$ cat src/sv/mmn_pkg.sv
// Package for the 53x53 mantissa multiplier with normalization shift.
// Holds the widths, constants and stage payload types; no dependencies.
package mmn_pkg;

  localparam int unsigned MantW  = 53;
  localparam int unsigned LoW    = 27;   // low slice of each mantissa
  localparam int unsigned HiW    = 26;   // high slice of each mantissa
  localparam int unsigned P00W   = 54;   // LoW x LoW
  localparam int unsigned PXW    = 53;   // LoW x HiW
  localparam int unsigned P11W   = 52;   // HiW x HiW
  localparam int unsigned MidW   = 54;   // sum of the two cross products
  localparam int unsigned ProdW  = 106;
  localparam int unsigned LowW   = 64;
  localparam int unsigned HighW  = 42;
  localparam int unsigned ShiftW = 7;
  localparam int unsigned GrpW   = 8;    // bits per leading-zero group
  localparam int unsigned GrpN   = 14;   // groups over the padded product
  localparam int unsigned PadW   = GrpW * GrpN - ProdW;
  localparam int unsigned GrpCntW = 3;

  localparam logic [ShiftW-1:0] ShiftOvf = 7'h7F;

  // Output of the partial product section: the non-overlapping products
  // already placed side by side, and the summed cross products.
  typedef struct packed {
    logic [ProdW-1:0] base;
    logic [MidW-1:0]  mid;
  } pp_sum_t;

  // Result fields of one transfer on the output channel.
  typedef struct packed {
    logic [LowW-1:0]   product_low;
    logic [HighW-1:0]  product_high;
    logic [ShiftW-1:0] norm_shift;
    logic              overflow_flag;
  } result_t;

endpackage

$ cat src/sv/mmn_sum.sv
// Final product add: places the cross terms at bit 27 and adds them in.
// One register stage; depends on mmn_pkg.
module mmn_sum import mmn_pkg::*; (
  input  logic             clk_i,
  input  logic             rst_ni,
  input  logic             valid_i,
  output logic             ready_o,
  input  pp_sum_t          data_i,
  output logic             valid_o,
  input  logic             ready_i,
  output logic [ProdW-1:0] prod_o
);

  logic [ProdW-1:0] prod_d, prod_q;
  logic             v_q;

  assign prod_d  = data_i.base + {(ProdW - MidW - LoW)'(0), data_i.mid, LoW'(0)};
  assign ready_o = !v_q || ready_i;
  assign valid_o = v_q;
  assign prod_o  = prod_q;

  always_ff @(posedge clk_i or negedge rst_ni) begin
    if (!rst_ni) begin
      v_q <= 1'b0;
    end else if (ready_o) begin
      v_q <= valid_i;
    end
  end

  always_ff @(posedge clk_i) begin
    if (valid_i && ready_o) begin
      prod_q <= prod_d;
    end
  end

endmodule

$ cat config.mk
export PLATFORM = sky130hd
export DESIGN_NAME = mmn_sum
export DESIGN_NICKNAME = d
export VERILOG_FILES = /design/src/sv/mmn_pkg.sv /design/src/sv/mmn_sum.sv
export SDC_FILE = /design/constraint.sdc
export NUM_CORES = 1
export LEC_CHECK = 0
export BUFFER_PORTS_ARGS = -buffer_cell sky130_fd_sc_hd__buf_2
export CAP_MARGIN = 20
export CORE_UTILIZATION = 45
export DETAILED_ROUTE_END_ITERATION = 6
export PLACE_DENSITY_LB_ADDON = 0.05
export SYNTH_ARGS = -nofsm -noshare
export SYNTH_HDL_FRONTEND = slang
export SYNTH_SLANG_ARGS = --single-unit
$ cat constraint.sdc
create_clock -name clk_i -period 3.3 [get_ports clk_i]
set_input_delay 0.165 -clock clk_i [delete_from_list [all_inputs] [get_ports clk_i]]
set_output_delay 0.165 -clock clk_i [all_outputs]
set_load 0.005 [all_outputs]
==> reports/qor.txt <==
Die H: 127 um
Post-Syn Area: 0.00704 mm2
# setup viols final: 0
Max Cap Viol: 0
PortBufs: 271
Fin util: 61.0%
Worst path depth: 11
Setup TNS: 0 ps
Area contributors post-synth: edfxtp_1 45%, ha_1 9.6%, xnor2_1 5.6%
DIE WIDTH: 127 um
CP max stage delay: 710 ps
Simple-gate share of the synthesized area: 14.5%
CORE AREA: 0.0153 mm2
Tcrit/Tclk final: 85.5%
Hold Crit Depth: 2
Fin cells: 1190
Most common cell after layout, fill and taps aside: buf_2
Synth Instances: 664
Least-Margin Pin Slew: 803 ps
Post-synth EDFFs: 106
Die ar.: 0.0162 mm2
Cell family with most CP delay: compound AO/OA/AOI/OAI gates
Max Slew Vio Count: 0
CTS sink count: 107
Sw frac: 30.6%
Number of I/O pins: 272
Area leader, netlist: edfxtp_1
Iter 0 DRT Violations: 428
Initial antenna violation count: 0
Postcts setup bufs: 0
Post-DR vias/cell: 5.40
NumNets Final: 1193
Syn Nets: 883
Num CTS Buffers: 9
First-pass GRT wire length: 31.4 mm
Synth Area in Compound Gates: 18.8%
DRC viols: 0
Worst r2r path cells: 3
Pre-CTS WS: 103 ps
Diodes inserted: 0
Vias in the first global route: 6237
Psw: 1.18 mW
Global route overflow: 0
Fill cells: 1330
Tot GR Track Use: 25.0%
Post-synthesis xor/xnor area fraction: 9.20%
Distinct cells, synth: 68
Mean post-synth cell area: 10.6 um2
Crit path cell chain: buf_2 > ha_1 > o21a_1 > nor2_1 > or4_4 > o21bai_4 > a21o_4 > nor3_4 > o41ai_4 > nand4_1 > xnor2_1
Commonest non-fill, non-tap cells in the layout: 271 x buf_2, 106 x edfxtp_1, 57 x a21oi_1
Max Freq: 355 MHz
Ys Warns: 0
Total wire length: 20.4 mm
Worst vdd ir: 0.269 mV
Placed cells: 1146
GPL Wtd Cong: 0.895
Final hold vios: 0
Leak Pwr: 4.13 nW
Drt pass-1 iters: 5
Multi-input logic area: 0.00369 mm2
CP Capture Type: flop
Seq pwr share: 43.9%
Sequential-to-total area share from yosys stat: 45.5%
Synth Area in Adders: 9.88%
CTS max path bufs: 2
Critical path fanouts, max: 10
Setup CP Type: in2reg
Top FF cell, synth: edfxtp_1
Largest net degree at the start of global routing: 54
CP Data Arrival Time: 2930 ps
Post-synth ARST share: 0.935%
Fin Clk Skew: 6.70 ps
Reg clk slew, reported paths: 70 ps
Critical path launch point type: primary input
Largest family of logic cells by synthesized area: compound AO/OA/AOI/OAI gates
RSZ-0062 raised after global routing: no
Clock power share: 27.7%
Minimum clock period: 2820 ps
Pwr Density: 415 mW/mm2
Starting Density: 46.2%
Num rows: 45
Clk_lat worst skew: 360 ps
Outcome: finished, final reports clean
Area grow syn2layout: 32.1%
Area occupied by registers: 0.00321 mm2
Internal power: 2.68 mW
Data required, critical path: 3410 ps
Root Buffer: clkbuf_16
Min Hold Slack: 21.2 ps
H-tree depth: 3
DP HPWL: 16.0 mm
Slowest CP cell: o41ai_4
PnR worst setup slack: 479 ps
Max-slew headroom: 46.0%
Top cell type's share of synthesized area: 45.2%
Routed WL per cell: 17.2 um
Buf+Inv Stages, Crit Path: 1
Seq cells post-synth: 107
Ratio of cells with drive above 1 in the final layout: 33.6%
DRT antenna net count: 0
Comb pwr share: 28.4%
Post-synthesis mux area share: 0%
CTS tree: done
Vias: 6425
Hold Path Class: in2reg
## kinds of logic (layout without fill, tap and decap cells)
| group | Yosys count | count (layout) |
|---|---|---|
| AOI/OAI and AO/OA | 196 | 196 |
| and+or+nand+nor | 195 | 195 |
| DFF | 107 | 107 |
| xor gates and xnor gates | 74 | 74 |
| adders and majority gates | 55 | 55 |
| buffers and inverters | 37 | 352 |
## power groups by stage
stage,clock [mW],sequential [mW],combinational [mW]
CTS,1.10,1.70,1.09
finish,1.07,1.70,1.10
floorplan,0,1.74,0.618
detailed placement,0,1.73,1.05
global route,1.14,1.71,1.20
global placement,0,1.73,1.05
## per-layer routing
metal | wire, um | vias up | global-route usage, % | part of all wire [%]
met3 | 1340 | 36 | 3.94 | 6.5
met5 | 0 | - | 0 | 0
met1 | 8410 | 2983 | 30.5 | 41
li1 | - | 3150 | - | -
met4 | 534 | 0 | 10.9 | 2.6
met2 | 10200 | 256 | 43.8 | 50
## path summary, 6_finish.rpt
kind                            startpoint     endpoint  slack, ps
worst max-delay path            data_i[88]  prod_o[105]        480
worst min-delay path               valid_i      valid_o         20
worst max register to register     valid_o   prod_o[12]       1480
worst min register to register     valid_o      valid_o        540
max in group asynchronous           rst_ni      valid_o       3110
min in group asynchronous           rst_ni      valid_o        110
## what timing repair did
item | in CTS | in global routing
hold endpoints to repair | 28 | 0
hold buffers | 28 | 0
gates resized for setup | 0 | 0
## cell usage after synthesis, drive strengths merged, types with 3 or more instances
| master | count |
|---|---|
| a31oi | 10 |
| or3 | 3 |
| nand3 | 26 |
| buf | 6 |
| a221o | 3 |
| or2 | 3 |
| nor3 | 18 |
| xor2 | 29 |
| o21bai | 13 |
| a21oi | 57 |
| and3 | 11 |
| o21ai | 37 |
| a41oi | 4 |
| edfxtp | 106 |
| a21boi | 5 |
| a211oi | 7 |
| o21a | 6 |
| ha | 54 |
| inv | 19 |
| nor2 | 39 |
| nand2 | 47 |
| xnor2 | 45 |
| clkbuf | 12 |
| nand4 | 21 |
| nor4 | 4 |
| nand2b | 8 |
| a21o | 34 |
| and2 | 7 |
## layout make-up
type / count / area share, %
multi-input cells: 520 / 39.7
clock inverters: 7 / 0.632
repair buffers: 317 / 19.2
clock buffers: 9 / 2.42
inverters: 19 / 0.767
well taps: 211 / 2.84
flip-flops and latches: 107 / 34.5
## per-stage QoR
stage,power (mW),instance area (um2)
floorplan,2.36,7050
global placement,2.78,8740
detailed placement,2.78,8740
CTS,3.88,9300
global route,4.04,9300
finish,3.86,9300
## flip-flops by register name (all words and copies together), names as in the netlist
register  flops
prod_o      106
valid_o       1
Power figures use the tool's default switching activity.
