[config.mk]
export PLATFORM = sky130hd
export DESIGN_NAME = mmn_lzc
export DESIGN_NICKNAME = d
export VERILOG_FILES = /design/src/sv/mmn_pkg.sv /design/src/sv/mmn_lzc.sv
export SDC_FILE = /design/constraint.sdc
export NUM_CORES = 1
export LEC_CHECK = 0
export ABC_AREA = 1
export ABC_CLOCK_PERIOD_IN_PS = 7500
export BUFFER_PORTS_ARGS = -buffer_cell sky130_fd_sc_hd__clkbuf_2
export CORE_ASPECT_RATIO = 0.9
export CORE_UTILIZATION = 54
export DETAILED_ROUTE_END_ITERATION = 7
export PLACE_DENSITY = 0.88
export SLEW_MARGIN = 20
export SYNTH_ARGS = -nofsm -noshare
export SYNTH_HDL_FRONTEND = slang
export SYNTH_SLANG_ARGS = --single-unit
[constraint.sdc]
create_clock -name clk_i -period 7.5 [get_ports clk_i]
set_input_delay 1.5 -clock clk_i [delete_from_list [all_inputs] [get_ports clk_i]]
set_output_delay 1.5 -clock clk_i [all_outputs]
set_load 0.005 [all_outputs]
[src/sv/mmn_pkg.sv]
// Package for the 53x53 mantissa multiplier with normalization shift.
// Holds the widths, constants and stage payload types; no dependencies.
package mmn_pkg;

  localparam int unsigned MantW  = 53;
  localparam int unsigned LoW    = 27;   // low slice of each mantissa
  localparam int unsigned HiW    = 26;   // high slice of each mantissa
  localparam int unsigned P00W   = 54;   // LoW x LoW
  localparam int unsigned PXW    = 53;   // LoW x HiW
  localparam int unsigned P11W   = 52;   // HiW x HiW
  localparam int unsigned MidW   = 54;   // sum of the two cross products
  localparam int unsigned ProdW  = 106;
  localparam int unsigned LowW   = 64;
  localparam int unsigned HighW  = 42;
  localparam int unsigned ShiftW = 7;
  localparam int unsigned GrpW   = 8;    // bits per leading-zero group
  localparam int unsigned GrpN   = 14;   // groups over the padded product
  localparam int unsigned PadW   = GrpW * GrpN - ProdW;
  localparam int unsigned GrpCntW = 3;

  localparam logic [ShiftW-1:0] ShiftOvf = 7'h7F;

  // Output of the partial product section: the non-overlapping products
  // already placed side by side, and the summed cross products.
  typedef struct packed {
    logic [ProdW-1:0] base;
    logic [MidW-1:0]  mid;
  } pp_sum_t;

  // Result fields of one transfer on the output channel.
  typedef struct packed {
    logic [LowW-1:0]   product_low;
    logic [HighW-1:0]  product_high;
    logic [ShiftW-1:0] norm_shift;
    logic              overflow_flag;
  } result_t;

endpackage

[src/sv/mmn_lzc.sv]
// Leading-zero count and normalization shift over the 106-bit product.
// Per-group counts in the first stage, priority combine in the second.
// Depends on mmn_pkg.
module mmn_lzc import mmn_pkg::*; (
  input  logic             clk_i,
  input  logic             rst_ni,
  input  logic             valid_i,
  output logic             ready_o,
  input  logic [ProdW-1:0] prod_i,
  output logic             valid_o,
  input  logic             ready_i,
  output result_t          res_o
);

  logic [GrpW*GrpN-1:0]   padded;
  logic [GrpN-1:0]        nz_d, nz_q;
  logic [GrpCntW-1:0]     cnt_d [GrpN];
  logic [GrpCntW-1:0]     cnt_q [GrpN];
  logic [ProdW-1:0]       prod_q;
  logic [ShiftW-1:0]      lzc;
  logic                   v1_q, v2_q;
  logic                   rdy1, rdy2;
  result_t                res_d, res_q;

  // Zero padding at the bottom does not change the count from the top.
  assign padded = {prod_i, PadW'(0)};

  // Group 0 is the most significant byte of the padded product.
  always_comb begin
    logic [GrpW-1:0] grp;
    for (int g = 0; g < GrpN; g++) begin
      grp      = padded[GrpW*(GrpN-g)-1 -: GrpW];
      nz_d[g]  = |grp;
      cnt_d[g] = '0;
      for (int k = 0; k < GrpW; k++) begin
        if (grp[k]) begin
          cnt_d[g] = GrpCntW'(GrpW - 1 - k);
        end
      end
    end
  end

  always_comb begin
    lzc = '0;
    for (int g = GrpN - 1; g >= 0; g--) begin
      if (nz_q[g]) begin
        lzc = {4'(g), cnt_q[g]};
      end
    end
  end

  // The shift is the leading-zero count less one, since the leading one
  // belongs at bit 104 rather than bit 105.
  always_comb begin
    res_d.product_low   = prod_q[LowW-1:0];
    res_d.product_high  = prod_q[ProdW-1:LowW];
    res_d.overflow_flag = prod_q[ProdW-1];
    if (nz_q == '0) begin
      res_d.norm_shift = '0;
    end else if (prod_q[ProdW-1]) begin
      res_d.norm_shift = ShiftOvf;
    end else begin
      res_d.norm_shift = lzc - ShiftW'(1);
    end
  end

  assign rdy2    = !v2_q || ready_i;
  assign rdy1    = !v1_q || rdy2;
  assign ready_o = rdy1;
  assign valid_o = v2_q;
  assign res_o   = res_q;

  always_ff @(posedge clk_i or negedge rst_ni) begin
    if (!rst_ni) begin
      v1_q <= 1'b0;
      v2_q <= 1'b0;
    end else begin
      if (rdy1) begin
        v1_q <= valid_i;
      end
      if (rdy2) begin
        v2_q <= v1_q;
      end
    end
  end

  always_ff @(posedge clk_i) begin
    if (valid_i && rdy1) begin
      prod_q <= prod_i;
      nz_q   <= nz_d;
      cnt_q  <= cnt_d;
    end
    if (v1_q && rdy2) begin
      res_q <= res_d;
    end
  end

endmodule

==> flow_summary.yaml <==
power_and_ir_drop:
  intPower_uw: 2760
  clock_power_share_pct: 39.2
  p_leak_uw: 0.00490
  p_per_area_nw_per_um2: 280
  pwr-share-seq_pct: 54.0
  p_sw_share_pct: 20.8
  vdd_drop_max_mv: 0.198
  p_sw_uw: 727
  combPwrFrac_pct: 6.8
clock_network:
  cts_setup_buffers: 0
  cts_made_buffers: 27
  tritoncts: "done"
  clkTransAtPathRegs_ns: 0.06
  clock_latency_ns: 0.52
  clk_path_buf_depth: 3
  cts_resized: 0
  cts_hold_buffers: 0
  cts_sinks: 275
  root_buffer: "clkbuf_16"
  cts_max_level: 1
route:
  viasPerCell: 5.12
  wirelength_um: 19800
  drcViolationCount: 0
  wl_per_cell_um: 16.7
  antenna_left: 0
  vias: 6102
  first_pass_iters: 5
  drtIter0Drc: 410
floorplanning:
  ioPinCount: 226
  die_w_um: 146
  die_area_um2: 19300
  die_h_um: 132
  start_util_pct: 55.0
  rows: 47
  coreArea_um2: 18300
synthesis:
  synthCells: 673
  netlist_top_cells_area: "edfxtp_1, a21oi_1, nand2_1"
  synth_top_area_share_pct: 81.2
  netlist_area_um2: 10100
  syn-num-nets: 784
  syn_avg_cell_area_um2: 15.0
  yosysUniqueCellTypes: 25
  ys_ff_latch: 275
  yosysTopAreaCell: "edfxtp_1"
  yosys_warnings: 0
  synth_seq_area_share_pct: 81.7
worst_setup_path:
  critPathMaxFanout: 3
  critPathMaxStageDelay_ns: 0.13
  r2r-end: "res_o[7]"
  criticalPathCategory: "in -> out"
  r2r_start: "valid_o"
  slowest_stage: "clkbuf_2"
  cpMostUsedCell: "clkbuf_2"
  end_kind: "output port"
  cp_data_required_time_ns: 6.00
  worstSetupStartpointType: "input port"
  cp.arrival_ns: 1.94
  r2r_slack_ns: 4.95
  path_cells: "clkbuf_2 -> inv_1 -> nand3_1 -> clkbuf_2"
  r2r_cells: 2
placement:
  port_buffers: 225
  routabilityCongestion: 0.861
  hpwlAfterDp_um: 13600
  dpl-instance-area_um2: 11600
  dp.cells: 1143
min_path:
  min_to: "res_o[110]"
  min_from: "prod_q[60]"
  hp-class: "reg -> reg"
  hold_depth: 0
global_route:
  gr-total-overflow: 0
  grt_pass1_wl_um: 30800
  grt_max_degree: 93
  grt_antenna_before_repair: 0
  grt_pass1_vias: 6088
  grt.total_usage_pct: 20.8
finish:
  nets: 1038
  diodes: 0
  drive_gt1_share_pct: 33.1
  finalNonFillerCells: 1191
  mostFrequentLayoutCells: "edfxtp_1, clkbuf_2, nand2_1, inv_1, a21oi_1"
  final_common_cell: "edfxtp_1"
  post-route-cell-area_um2: 12500
  num-fill-cells: 1309
  area_growth_pct: 23.3
sta:
  finalHoldViolations: 0
  finalSetupTns_ns: 0
  post-route-min-period_ns: 3.44
  skew_ns: 0.00935
  rsz0062_at_grt: "false"
  tightest_slew_ns: 1.07
  period_share_pct: 45.9
  drv_slew: 0
  relSlewSlack_pct: 28.4
  setup_viol: 0
  fmax_mhz: 291
status:
  status: "completed"
flow_run:
  maxCapViolCount: 0
-- kinds of logic after synthesis --
group / Yosys count / synth area share, %
adders and majority gates: 1 / 0.124
xor gates and xnor gates: 1 / 0.0867
buffers and inverters: 75 / 2.84
AOI/OAI and AO/OA: 94 / 4.89
DFF: 275 / 81.7
and+or+nand+nor: 227 / 10.4
-- cell usage after synthesis --
cell type / instances
xor2_1: 1
o21ai_1: 1
nand3_1: 11
a21oi_1: 67
nor2_2: 4
a31oi_1: 4
a21oi_2: 1
o21ai_0: 19
inv_2: 5
buf_2: 1
a21oi_4: 1
buf_4: 1
dfrtp_1: 2
nor4_1: 13
nor2_4: 3
nor3_1: 28
a221oi_1: 1
ha_1: 1
or2_2: 27
nand2_2: 4
edfxtp_1: 273
inv_1: 68
nand2_1: 75
nor2_1: 61
nand3_2: 1
-- registers in the layout (all words and copies together) (netlist names) --
name	count
res_o	113
prod_q	106
cnt_q	40
nz_q	14
v1_q	1
valid_o	1
-- layout make-up --
cell class / count / area [um^2] / area share (%)
Clock buffer: 32 / 694 / 5.57
Clock inverter: 16 / 208 / 1.67
Inverter: 73 / 279 / 2.24
Multi-Input combinational cell: 323 / 1580 / 12.7
Sequential cell: 275 / 8250 / 66.2
Tap cell: 245 / 307 / 2.46
Timing Repair Buffer: 227 / 1140 / 9.19
-- worst max-delay path by stage --
| stage | to | startpoint |
|---|---|---|
| detailed placement | prod_q[35] | ready_i |
| global placement | prod_q[36] | ready_i |
| floorplan | cnt_q[0] | ready_i |
| finish | ready_o | ready_i |
| CTS | ready_o | ready_i |
| global route | ready_o | ready_i |
-- stage by stage --
step	hold WS, ns	utilization, %	setup WS (ns)	power [uW]
after floorplan	0.400	-	2.14	2020
after global routing	0.415	67.9	4.01	3600
after global placement	0.401	63.0	3.76	2140
final	0.410	67.9	4.06	3490
after CTS	0.411	67.9	4.05	3520
after detailed placement	0.405	63.0	3.69	2160
-- critical path: cells and delay by family --
kind | cells | cell delay (ns)
simple gates | 1 | 0.12
buf+inv | 3 | 0.32
-- power by group through the flow --
| stage | combinational [uW] | clock, uW | sequential (uW) |
|---|---|---|---|
| CTS | 240 | 1390 | 1890 |
| detailed placement | 237 | 0 | 1920 |
| floorplan | 90.3 | 0 | 1930 |
| finish | 238 | 1370 | 1890 |
| global route | 263 | 1450 | 1900 |
| global placement | 227 | 0 | 1910 |
-- metal layers --
| metal | wire (um) | global-route usage [%] | vias up |
|---|---|---|---|
| met5 | 0 | 0 | - |
| met4 | 709 | 8.68 | 0 |
| met3 | 1220 | 4.71 | 48 |
| met2 | 9830 | 35.6 | 218 |
| met1 | 8080 | 25.7 | 2894 |
| li1 | - | - | 2942 |
Power figures use the tool's default switching activity.
